--- src/rtl/pfe_pkg.sv ---
// Package for the palette fade engine: sizes, codes and shared types.
// Used by pfe_step_unit, pfe_palette_store and palette_fade_engine.
package pfe_pkg;

  localparam int BANK_ENTRIES  = 64;
  localparam int FADE_STEPS    = 22;

  localparam int ENTRY_AW      = $clog2(BANK_ENTRIES);
  localparam int ADDR_W        = ENTRY_AW + 1;
  localparam int MEM_DEPTH     = 2 ** ADDR_W;
  localparam int ENTRY_FIELD_W = 6;
  localparam int RANGE_W       = ((ENTRY_AW > ENTRY_FIELD_W) ? ENTRY_AW : ENTRY_FIELD_W) + 1;
  localparam int STEP_W        = $clog2(FADE_STEPS + 1);
  localparam int KIND_W        = 3;
  localparam int MODE_W        = 3;
  localparam int CFG_IDX_W     = 2;
  localparam int CFG_DATA_W    = 6;

  localparam logic [7:0] STEP_DELTA  = 8'd32;
  localparam logic [7:0] WHITE_LEVEL = 8'd224;

  localparam logic [RANGE_W-1:0]  BANK_LAST_W = RANGE_W'(BANK_ENTRIES - 1);
  localparam logic [RANGE_W-1:0]  BANK_SIZE_W = RANGE_W'(BANK_ENTRIES);
  localparam logic [ENTRY_AW-1:0] ENTRY_LAST  = ENTRY_AW'(BANK_ENTRIES - 1);
  localparam logic [STEP_W-1:0]   STEPS_LAST  = STEP_W'(FADE_STEPS);

  // Item kinds
  localparam logic [KIND_W-1:0] KIND_WR_TARGET  = 3'd0;
  localparam logic [KIND_W-1:0] KIND_WR_CURRENT = 3'd1;
  localparam logic [KIND_W-1:0] KIND_START      = 3'd2;
  localparam logic [KIND_W-1:0] KIND_TICK       = 3'd3;
  localparam logic [KIND_W-1:0] KIND_RD_CURRENT = 3'd4;

  // Fade modes
  localparam logic [MODE_W-1:0] MODE_IDLE      = 3'd0;
  localparam logic [MODE_W-1:0] MODE_FADE_IN   = 3'd1;
  localparam logic [MODE_W-1:0] MODE_FADE_OUT  = 3'd2;
  localparam logic [MODE_W-1:0] MODE_FLASH_IN  = 3'd3;
  localparam logic [MODE_W-1:0] MODE_FLASH_OUT = 3'd4;

  // Configuration register indexes
  localparam logic [CFG_IDX_W-1:0] CFG_FIRST_ENTRY = 2'd0;
  localparam logic [CFG_IDX_W-1:0] CFG_LAST_OFFSET = 2'd1;
  localparam logic [CFG_IDX_W-1:0] CFG_SKIP_BANK   = 2'd2;

  typedef struct packed {
    logic [7:0] r;
    logic [7:0] g;
    logic [7:0] b;
  } rgb_t;

  typedef struct packed {
    logic              cur_we;
    logic              tgt_we;
    logic [ADDR_W-1:0] wr_addr;
    rgb_t              wr_rgb;
    logic              rd_en;
    logic [ADDR_W-1:0] rd_addr;
  } store_req_t;

endpackage

--- src/rtl/pfe_step_unit.sv ---
// Shared per-entry step unit: moves at most one channel of one entry by 32.
// Depends on pfe_pkg.
module pfe_step_unit (
  input  logic [pfe_pkg::MODE_W-1:0] mode_i,
  input  pfe_pkg::rgb_t              cur_i,
  input  pfe_pkg::rgb_t              tgt_i,
  output pfe_pkg::rgb_t              next_o
);

  always_comb begin
    next_o = cur_i;
    unique case (mode_i)
      pfe_pkg::MODE_FADE_IN: begin
        if (tgt_i.b > cur_i.b) next_o.b = cur_i.b + pfe_pkg::STEP_DELTA;
        else if (tgt_i.g > cur_i.g) next_o.g = cur_i.g + pfe_pkg::STEP_DELTA;
        else if (tgt_i.r > cur_i.r) next_o.r = cur_i.r + pfe_pkg::STEP_DELTA;
      end
      pfe_pkg::MODE_FLASH_IN: begin
        if (tgt_i.b < cur_i.b) next_o.b = cur_i.b - pfe_pkg::STEP_DELTA;
        else if (tgt_i.g < cur_i.g) next_o.g = cur_i.g - pfe_pkg::STEP_DELTA;
        else if (tgt_i.r < cur_i.r) next_o.r = cur_i.r - pfe_pkg::STEP_DELTA;
      end
      pfe_pkg::MODE_FADE_OUT: begin
        if (cur_i.r != 8'd0) next_o.r = cur_i.r - pfe_pkg::STEP_DELTA;
        else if (cur_i.g != 8'd0) next_o.g = cur_i.g - pfe_pkg::STEP_DELTA;
        else if (cur_i.b != 8'd0) next_o.b = cur_i.b - pfe_pkg::STEP_DELTA;
      end
      pfe_pkg::MODE_FLASH_OUT: begin
        if (cur_i.r != pfe_pkg::WHITE_LEVEL) next_o.r = cur_i.r + pfe_pkg::STEP_DELTA;
        else if (cur_i.g != pfe_pkg::WHITE_LEVEL) next_o.g = cur_i.g + pfe_pkg::STEP_DELTA;
        else if (cur_i.b != pfe_pkg::WHITE_LEVEL) next_o.b = cur_i.b + pfe_pkg::STEP_DELTA;
      end
      default: next_o = cur_i;
    endcase
  end

endmodule

--- config.mk ---
export PLATFORM = sky130hd
export DESIGN_NAME = pfe_step_unit
export DESIGN_NICKNAME = d
export VERILOG_FILES = /design/src/rtl/pfe_pkg.sv /design/src/rtl/pfe_step_unit.sv
export SDC_FILE = /design/constraint.sdc
export NUM_CORES = 1
export LEC_CHECK = 0
export BUFFER_PORTS_ARGS = -buffer_cell sky130_fd_sc_hd__buf_2
export CAP_MARGIN = 15
export CORE_UTILIZATION = 54
export DETAILED_ROUTE_END_ITERATION = 8
export GPL_TIMING_DRIVEN = 0
export PLACE_DENSITY = 0.9
export SLEW_MARGIN = 25
export SYNTH_ARGS = -nofsm -noshare
export SYNTH_HDL_FRONTEND = slang
export SYNTH_SLANG_ARGS = --single-unit
--- constraint.sdc ---
create_clock -name vclk -period 4.72
set_input_delay 0.472 -clock vclk [all_inputs]
set_output_delay 0.472 -clock vclk [all_outputs]
set_load 0.005 [all_outputs]
# After elaboration in Yosys (flattened, before gate mapping)

Cells that the tools add are included.

Input bits: 51
Memories kept: 0
Memory bits (read-only): 0
Register bits: 0
Latch bits: 0
RAM bits: 0
Word-level logic and storage cells: 43

Magnitude comparators: 6
Mux-type cells: 21
Equal/unequal tests: 7
$mul: 0
Shift-type cells: 0
Bitwise gates (word level): 0
$add $sub $neg: 6
Reductions and logical operators: 3
Div/mod/pow operators: 0

Operator list:

| kind                                                                  | count |
|---|---|
| 8-bit two-way mux                                                     | 16 |
| 24-bit one-hot mux with 4 select lines                                | 1 |
| 16-bit two-way mux                                                    | 4 |
| 8-bit by 6-bit adder with 8-bit output, second input constant         | 3 |
| 8-bit > comparator                                                    | 3 |
| 8-bit < comparator                                                    | 3 |
| 8-bit inequality test, second input constant                          | 3 |
| 8-bit nonzero test                                                    | 3 |
| 8-bit by 6-bit subtractor with 8-bit output, second input constant    | 3 |
| 3-bit by 2-bit equality test with 1-bit output, second input constant | 2 |
| 3-bit by 1-bit equality test with 1-bit output, second input constant | 1 |
| 3-bit equality test, second input constant                            | 1 |

# Longest topological paths before layout

Gate-level depths: netlist of run 1.

Depth after elaboration: 5
Mapped depth: 10
Mapped depth without buffers: 9

# Least setup slack after synthesis of run 1

OpenSTA, ideal clock, no wires.

Path kind: in2out
Start: in cur_i[9] (netlist bit)
End: out next_o[22] (netlist bit)
Arrival: 2.691 ns
Slack: 1.557 ns
Stages on the path: 9
Required time: 4.248 ns
Path buffers: 0
Cells stage by stage: inv_1 -> ha_1 -> nor2b_4 -> o211ai_2 -> a21oi_2 -> o32a_4 -> or4_4 -> a221o_1 -> a221o_1

RTL lines:

| element     | line               | source |
|---|---|---|
| from (decl) | pfe_step_unit.sv:5 | `input pfe_pkg::rgb_t cur_i,` |
| to (decl)   | pfe_step_unit.sv:7 | `output pfe_pkg::rgb_t next_o` |

==> impl_metrics.py, run 1 <==
metrics = {
    "status": {
        "status": "complete, but fails checks",
        "violations": "DRC",
    },
    "cells_and_area": {
        "clkbuf_count": 0,
        "nFillCells": 248,
        "regArea_um2": 0,
        "postLayoutCoreUtil_pct": 72.8,
        "nFlopsAndLatches": 0,
        "stdcell_count": 345,
        "fin_nets": 397,
        "diodes": 0,
        "drive_above_1_share_pct": 31.5,
        "area_growth_pct": 24.8,
    },
    "global_route": {
        "antenna_found_initial": 0,
        "grt_busiest_layer": "met2",
        "grt_use_met1_pct": 34.2,
        "overflow": 0,
        "grt_pass1_vias": 1886,
        "grt_pass1_wl_um": 7600,
        "grt_use_total_pct": 27.6,
        "grt_max_degree": 11,
        "use_met3_pct": 2.49,
        "met2_usage_pct": 52.4,
    },
    "sta": {
        "slew-limit-headroom_pct": 58.7,
        "tightestPinTransition_ns": 0.614,
        "min_period_ns": 3.55,
        "setup_viol": 0,
        "rsz0062_at_grt": "no",
        "fin_tns_setup_ns": 0,
        "finalMaxSlewViolations": 0,
        "whs_ns": 1.21,
        "min_period_over_period_pct": 75.1,
        "clock.fmax_mhz": 282,
        "hold_violations": 0,
    },
    "hold_path": {
        "hold_path_depth": 3,
        "hp-start": "cur_i[20]",
        "min_to": "next_o[20]",
        "hp-class": "input pin to primary output",
    },
    "logic_synthesis": {
        "yosysUniqueCellTypes": 56,
        "synthTopCellsByArea": "ha_1 (23%), buf_4 (6.8%), inv_1 (5.9%)",
        "synth_common_cells": "ha_1 (30), inv_1 (26), a21oi_1 (18), buf_4 (15)",
        "syn_area_per_cell_um2": 6.88,
        "synth.cell_area_mm2": 0.00165,
        "ys_seq_area_share_pct": 0,
        "yosysWarnings": 0,
        "post-synth-top-count-cell": "ha_1",
        "yosysTopAreaCell": "ha_1",
        "netlist_instances": 240,
        "synth_top_area_share_pct": 22.7,
        "synth_fp_nets": 321,
    },
    "pwr": {
        "power_density_mw_per_mm2": 91.0,
        "comb_power_share_pct": 100.0,
        "switching_share_pct": 52.8,
        "power.share.sequential_pct": 0,
        "vdd_drop_max_uv": 51.8,
        "internal_power_mw": 0.0884,
        "p_total_mw": 0.187,
        "p_leak_nw": 1.07,
        "power_frac_clock_pct": 0,
        "p_switching_mw": 0.0990,
    },
    "placement": {
        "hpwlAfterDp_um": 3860,
        "gp_congestion": 0.958,
        "dp.cells": 345,
        "port-buffer-count": 74,
    },
    "run": {
        "cap_violations": 0,
    },
    "worst_setup_path": {
        "endpoint_kind": "primary output",
        "crit_chain": "buf_2 > inv_1 > ha_1 > nor2b_1 > o211ai_1 > a21o_1 > a21oi_1 > or4_4 > a221o_1 > a221o_1 > buf_2",
        "crit_path_top_delay_cell": "or4_4",
        "crit_path_start_kind": "input pin",
        "required_ns": 4.25,
        "arrival_ns": 3.07,
        "crit_fanout": 7,
        "worstSetupPathType": "input pin to primary output",
        "cp_slowest_stage_delay_ns": 0.61,
    },
    "detailed_routing": {
        "vias": 2082,
        "ant_nets": 0,
        "drt_iter0_markers": 121,
        "via_per_inst": 6.03,
        "routed_wl_um": 4510,
        "drcViolationCount": 7,
        "first_pass_iters": 7,
        "wl_per_cell_um": 13.1,
    },
    "floorplan": {
        "rows": 19,
        "io_pins": 75,
        "start_util_pct": 58.3,
        "die_w_um": 57.3,
        "die_area_mm2": 0.00328,
        "core-area_mm2": 0.00283,
        "die_h_um": 57.3,
    },
    "clocking": {
        "post_cts_buffers": 0,
        "cts_resized": 0,
        "cts_hold_buf": 0,
    },
}
==> per-stage QoR <==
stage	setup WS (ns)	cell area [um2]
5_1_grt	1.03	2060
3_3_place_gp	1.20	2060
2_1_floorplan	1.56	1650
6_report	1.17	2060
4_1_cts	1.19	2060
3_5_place_dp	1.19	2060
==> power groups by stage <==
stage | registers [mW] | clock network (mW) | logic [mW]
floorplan | 0 | 0 | 0.118
global placement | 0 | 0 | 0.180
detailed placement | 0 | 0 | 0.185
CTS | 0 | 0 | 0.186
global route | 0 | 0 | 0.209
finish | 0 | 0 | 0.187
==> routing by layer <==
metal  up-vias  wire length (um)
met5         -                 0
met4         0                34
met3         8               394
met2       111              2220
met1       916              1860
li1       1047                 -
==> placed cells by master, fill, tap and decap left out, types with 4 or more instances in the layout <==
master and n:
nor3_1 8, nand3_1 13, a31oi_1 4, a21oi_1 18, inv_1 26, ha_1 30, nor2b_1 8, a21o_1 5
nand4_1 6, nand2_1 11, buf_4 15, buf_2 74, and3_1 4, o21ai_0 13, nor2_1 12
==> layout make-up <==
cell class / count / area, um2 / share of cell area, %
plain buffers: 19 / 128 / 6.20
multi-input cells: 194 / 1420 / 69.0
inverters: 27 / 101 / 4.92
repair buffers: 74 / 370 / 18.0
well taps: 31 / 38.8 / 1.88
==> worst max-delay path, delay by kind of cell <==
family | cells | cell delay [ns]
simple gates | 2 | 0.74
compound gates | 5 | 1.31
fa+ha+maj | 1 | 0.29
buf+inv | 3 | 0.26
==> worst max-delay path by stage <==
stage | to | from | cells after the start | slack, ns
after floorplan | next_o[22] | cur_i[9] | 9 | 1.56
after global placement | next_o[22] | cur_i[7] | 11 | 1.20
after detailed placement | next_o[22] | cur_i[1] | 11 | 1.19
after CTS | next_o[22] | cur_i[1] | 11 | 1.19
after global routing | next_o[22] | cur_i[7] | 11 | 1.03
final | next_o[22] | cur_i[1] | 11 | 1.17
==> cells by family (layout without fill, tap and decap cells) <==
group | count (synthesis) | in the layout | share of synthesized area (%)
buffers and inverters | 46 | 120 | 13.9
and+or+nand+nor | 84 | 84 | 28.4
adders and majority gates | 30 | 30 | 22.7
muxes | 1 | 1 | 0.607
xor gates and xnor gates | 3 | 3 | 1.59
AOI/OAI and AO/OA | 76 | 76 | 32.8
Note: power is estimated with default switching activity, not from simulation.
==> run 2: changes to the inputs <==
--- a/config.mk
+++ b/config.mk
@@ -7,10 +7,10 @@
 export LEC_CHECK = 0
 export BUFFER_PORTS_ARGS = -buffer_cell sky130_fd_sc_hd__buf_2
 export CAP_MARGIN = 15
-export CORE_UTILIZATION = 54
+export CORE_UTILIZATION = 50
 export DETAILED_ROUTE_END_ITERATION = 8
 export GPL_TIMING_DRIVEN = 0
-export PLACE_DENSITY = 0.9
+export PLACE_DENSITY = 0.84
 export SLEW_MARGIN = 25
 export SYNTH_ARGS = -nofsm -noshare
 export SYNTH_HDL_FRONTEND = slang
==> constraint.sdc (replaced) <==
create_clock -name vclk -period 3.5
set_input_delay 0.35 -clock vclk [all_inputs]
set_output_delay 0.35 -clock vclk [all_outputs]
set_load 0.005 [all_outputs]
==> run 2 against run 1 <==
- the run now ends clean
- total power up 35%
- worst hold slack worse by 0.24 ns
- first-iteration DRC count up 28%
- final area up 0.79%
- combinational power up 35%
- routed wire length up 2.0%
- utilization down 5.9 points
- sequential share of layout area unchanged
- critical path depth unchanged
- setup slack worse by 1.0 ns
==> impl_metrics.py, run 2 (synthesis gave the netlist of run 1 again) <==
metrics = {
    "detailed_routing": {
        "wl_per_cell_um": 12.8,
        "via_per_inst": 5.97,
        "routed_wl_um": 4600,
        "ant_nets": 0,
        "drcViolationCount": 0,
        "drt_iter0_markers": 155,
        "vias": 2136,
        "first_pass_iters": 5,
    },
    "pwr": {
        "vdd_drop_max_uv": 60.0,
        "p_switching_mw": 0.134,
        "p_total_mw": 0.253,
        "comb_power_share_pct": 100.0,
        "p_leak_nw": 1.07,
        "internal_power_mw": 0.119,
        "power_frac_clock_pct": 0,
        "power.share.sequential_pct": 0,
        "switching_share_pct": 52.9,
        "power_density_mw_per_mm2": 122,
    },
    "sta": {
        "fin_tns_setup_ns": 0,
        "finalMaxSlewViolations": 0,
        "clock.fmax_mhz": 297,
        "hold_violations": 0,
        "min_period_over_period_pct": 96.2,
        "tightestPinTransition_ns": 0.630,
        "whs_ns": 0.969,
        "rsz0062_at_grt": "no",
        "slew-limit-headroom_pct": 57.6,
        "min_period_ns": 3.37,
        "setup_viol": 0,
    },
    "global_route": {
        "antenna_found_initial": 0,
        "grt_pass1_wl_um": 7620,
        "grt_max_degree": 11,
        "grt_use_total_pct": 26.4,
        "overflow": 0,
        "grt_pass1_vias": 1824,
    },
    "cells_and_area": {
        "mostFrequentLayoutCells": "buf_2 (74), ha_1 (30), inv_1 (26)",
        "nFlopsAndLatches": 0,
        "area_growth_pct": 25.8,
        "layout_commonest_cell": "buf_2",
        "fin_nets": 397,
        "regArea_um2": 0,
        "drive_above_1_share_pct": 31.5,
        "clkbuf_count": 0,
        "diodes": 0,
    },
    "floorplan": {
        "rows": 20,
        "die_area_mm2": 0.00353,
        "start_util_pct": 53.2,
        "io_pins": 75,
        "die_h_um": 59.5,
        "die_w_um": 59.5,
        "core-area_mm2": 0.00310,
    },
    "placement": {
        "port-buffer-count": 74,
        "gp_congestion": 0.948,
        "hpwlAfterDp_um": 3880,
    },
    "worst_setup_path": {
        "arrival_ns": 3.02,
        "endpoint_kind": "primary output",
        "crit_fanout": 7,
        "crit_path_start_kind": "input pin",
        "required_ns": 3.15,
        "worstSetupPathType": "input pin to primary output",
    },
    "run": {
        "cap_violations": 0,
    },
    "clocking": {
        "cts_hold_buf": 0,
        "post_cts_buffers": 0,
        "cts_resized": 0,
    },
    "hold_path": {
        "hp-class": "input pin to primary output",
        "hp-start": "cur_i[20]",
        "min_to": "next_o[20]",
        "hold_path_depth": 3,
    },
    "status": {
        "status": "finished, final reports clean",
    },
}
[run 2: cell counts in the layout (fill, tap and decap cells not counted)]
No cell type changed its count.
[run 2: metal layers]
| layer | GRT usage, % | wire [um] | up-vias |
|---|---|---|---|
| met5 | 0 | 0 | - |
| met4 | 4.76 | 40 | 0 |
| met3 | 1.53 | 420 | 6 |
| met2 | 47.7 | 2240 | 125 |
| met1 | 34.4 | 1900 | 956 |
| li1 | - | - | 1049 |
[run 2: how the worst max path moves through the flow]
stage	startpoint	end	depth (start not counted)
global placement	cur_i[1]	next_o[22]	11
CTS	cur_i[1]	next_o[22]	11
detailed placement	cur_i[1]	next_o[22]	11
finish	cur_i[1]	next_o[22]	11
floorplan	cur_i[9]	next_o[22]	9
global route	cur_i[21]	next_o[22]	11
[run 2: layout make-up]
class              count  area (um2)
multi-input cells    194        1420
fillers              326        1030
repair buffers        74         370
plain buffers         19         128
inverters             27         101
well taps             44        55.1
[run 2: per-stage QoR]
step                      cells  setup slack [ns]  cell area, um2  utilization (%)
after floorplan             240             0.581            1650                -
after global placement      358             0.207            2080             66.9
after detailed placement    358             0.161            2080             66.9
after CTS                   358             0.160            2080             66.9
after global routing        358            0.0523            2080             66.9
final                       358             0.132            2080             66.9
[run 2: power by group through the flow]
stage	Combinational (mW)	Clock [mW]	Sequential, mW
detailed placement	0.250	0	0
floorplan	0.159	0	0
global placement	0.243	0	0
CTS	0.251	0	0
global route	0.281	0	0
finish	0.253	0	0
[run 2: worst max-delay path, cell delays in order]
cell and delay [ns]:
buf_2 0.10, inv_1 0.04, ha_1 0.29, nor2b_1 0.13
o211ai_1 0.17, a21o_1 0.29, a21oi_1 0.19, or4_4 0.62
a221o_1 0.37, a221o_1 0.34, buf_2 0.13
==> run 3: changes to the inputs <==
--- a/config.mk
+++ b/config.mk
@@ -11,6 +11,7 @@
 export DETAILED_ROUTE_END_ITERATION = 8
 export GPL_TIMING_DRIVEN = 0
 export PLACE_DENSITY = 0.84
+export REMOVE_ABC_BUFFERS = 1
 export SLEW_MARGIN = 25
 export SYNTH_ARGS = -nofsm -noshare
 export SYNTH_HDL_FRONTEND = slang
==> run 3 against run 2 <==
- non-clock buffer count shrank 18
- final area down 5.9%
- count of clock-buffer cells in the layout stayed put
- critical path type unchanged
==> impl_metrics.py, run 3 (synthesis gave the netlist of run 1 again) <==
metrics = {
    "placement": {
        "port-buffer-count": 75,
        "hpwlAfterDp_um": 3650,
        "gp_congestion": 0.929,
    },
    "pwr": {
        "power_density_mw_per_mm2": 122,
        "p_leak_nw": 0.997,
        "vdd_drop_max_uv": 65.3,
    },
    "worst_setup_path": {
        "crit_fanout": 7,
        "required_ns": 3.15,
        "arrival_ns": 3.01,
        "endpoint_kind": "primary output",
        "worstSetupPathType": "input pin to primary output",
        "crit_path_start_kind": "input pin",
    },
    "detailed_routing": {
        "wl_per_cell_um": 12.7,
        "routed_wl_um": 4320,
        "via_per_inst": 5.94,
        "ant_nets": 0,
        "drcViolationCount": 0,
        "drt_iter0_markers": 102,
        "vias": 2018,
        "first_pass_iters": 4,
    },
    "floorplan": {
        "rows": 20,
        "core-area_mm2": 0.00310,
        "die_w_um": 59.5,
        "io_pins": 75,
        "die_area_mm2": 0.00353,
        "start_util_pct": 53.2,
        "die_h_um": 59.5,
    },
    "cells_and_area": {
        "nFlopsAndLatches": 0,
        "multi_input_area_mm2": 0.00142,
        "nFillCells": 311,
        "layout_commonest_cell": "buf_2",
        "mostFrequentLayoutCells": "buf_2 (75), ha_1 (30), inv_1 (26)",
        "postLayoutCoreUtil_pct": 62.9,
        "regArea_um2": 0,
        "clkbuf_count": 0,
        "fin_nets": 379,
        "drive_above_1_share_pct": 28.7,
        "diodes": 0,
        "area_growth_pct": 18.3,
    },
    "sta": {
        "clock.fmax_mhz": 298,
        "hold_violations": 0,
        "fin_tns_setup_ns": 0,
        "min_period_ns": 3.36,
        "min_period_over_period_pct": 95.9,
        "slew-limit-headroom_pct": 52.5,
        "tightestPinTransition_ns": 0.706,
        "rsz0062_at_grt": "no",
        "finalMaxSlewViolations": 0,
        "setup_viol": 0,
    },
    "global_route": {
        "overflow": 0,
        "grt_max_degree": 11,
        "grt_use_total_pct": 24.6,
        "grt_pass1_wl_um": 7110,
        "grt_pass1_vias": 1728,
        "antenna_found_initial": 0,
    },
    "clocking": {
        "cts_resized": 0,
        "post_cts_buffers": 0,
        "cts_hold_buf": 0,
    },
    "run": {
        "cap_violations": 0,
    },
    "status": {
        "status": "finished, final reports clean",
    },
    "hold_path": {
        "hp-class": "input pin to primary output",
    },
}
run 3: path summary, 6_finish.rpt:
| kind | startpoint | slack [ns] | end | depth (start not counted) |
|---|---|---|---|---|
| min | cur_i[20] | 0.88 | next_o[20] | 2 |
| max | cur_i[7] | 0.14 | next_o[22] | 11 |
run 3: final cells by class:
cell class	instances	area share (%)
multi-input combinational	194	72.8
inverter	27	5.19
tap	44	2.82
timing repair buffer	75	19.2
run 3: power breakdown:
part	internal, mW	switching, mW
combinational	0.108	0.129
clock	0	0
sequential	0	0
run 3: per-layer routing:
metal	vias up	track usage, %	share of wire, %
li1	1012	-	-
met1	898	30.9	42
met2	104	46.1	50
met3	4	1.97	8.1
met4	0	3.40	0.30
met5	-	0	0
run 3: stage by stage:
stage          hold WS [ns]  instances  setup WS, ns  total power [mW]  instance area (um2)
2_1_floorplan         0.700        221         0.581             0.142                 1520
3_3_place_gp          0.880        340         0.210             0.230                 1950
3_5_place_dp          0.885        340         0.190             0.235                 1950
4_1_cts               0.886        340         0.186             0.236                 1950
5_1_grt               0.889        340        0.0647             0.266                 1950
6_report              0.883        340         0.143             0.237                 1950
run 3: worst max-delay path: stages:
cell and delay (ns):
buf_2 0.13, inv_1 0.08, ha_1 0.33, a21oi_1 0.14
o21ai_0 0.10, inv_1 0.21, a21oi_1 0.18, or4_4 0.61
a221o_1 0.38, a221o_1 0.36, buf_2 0.13
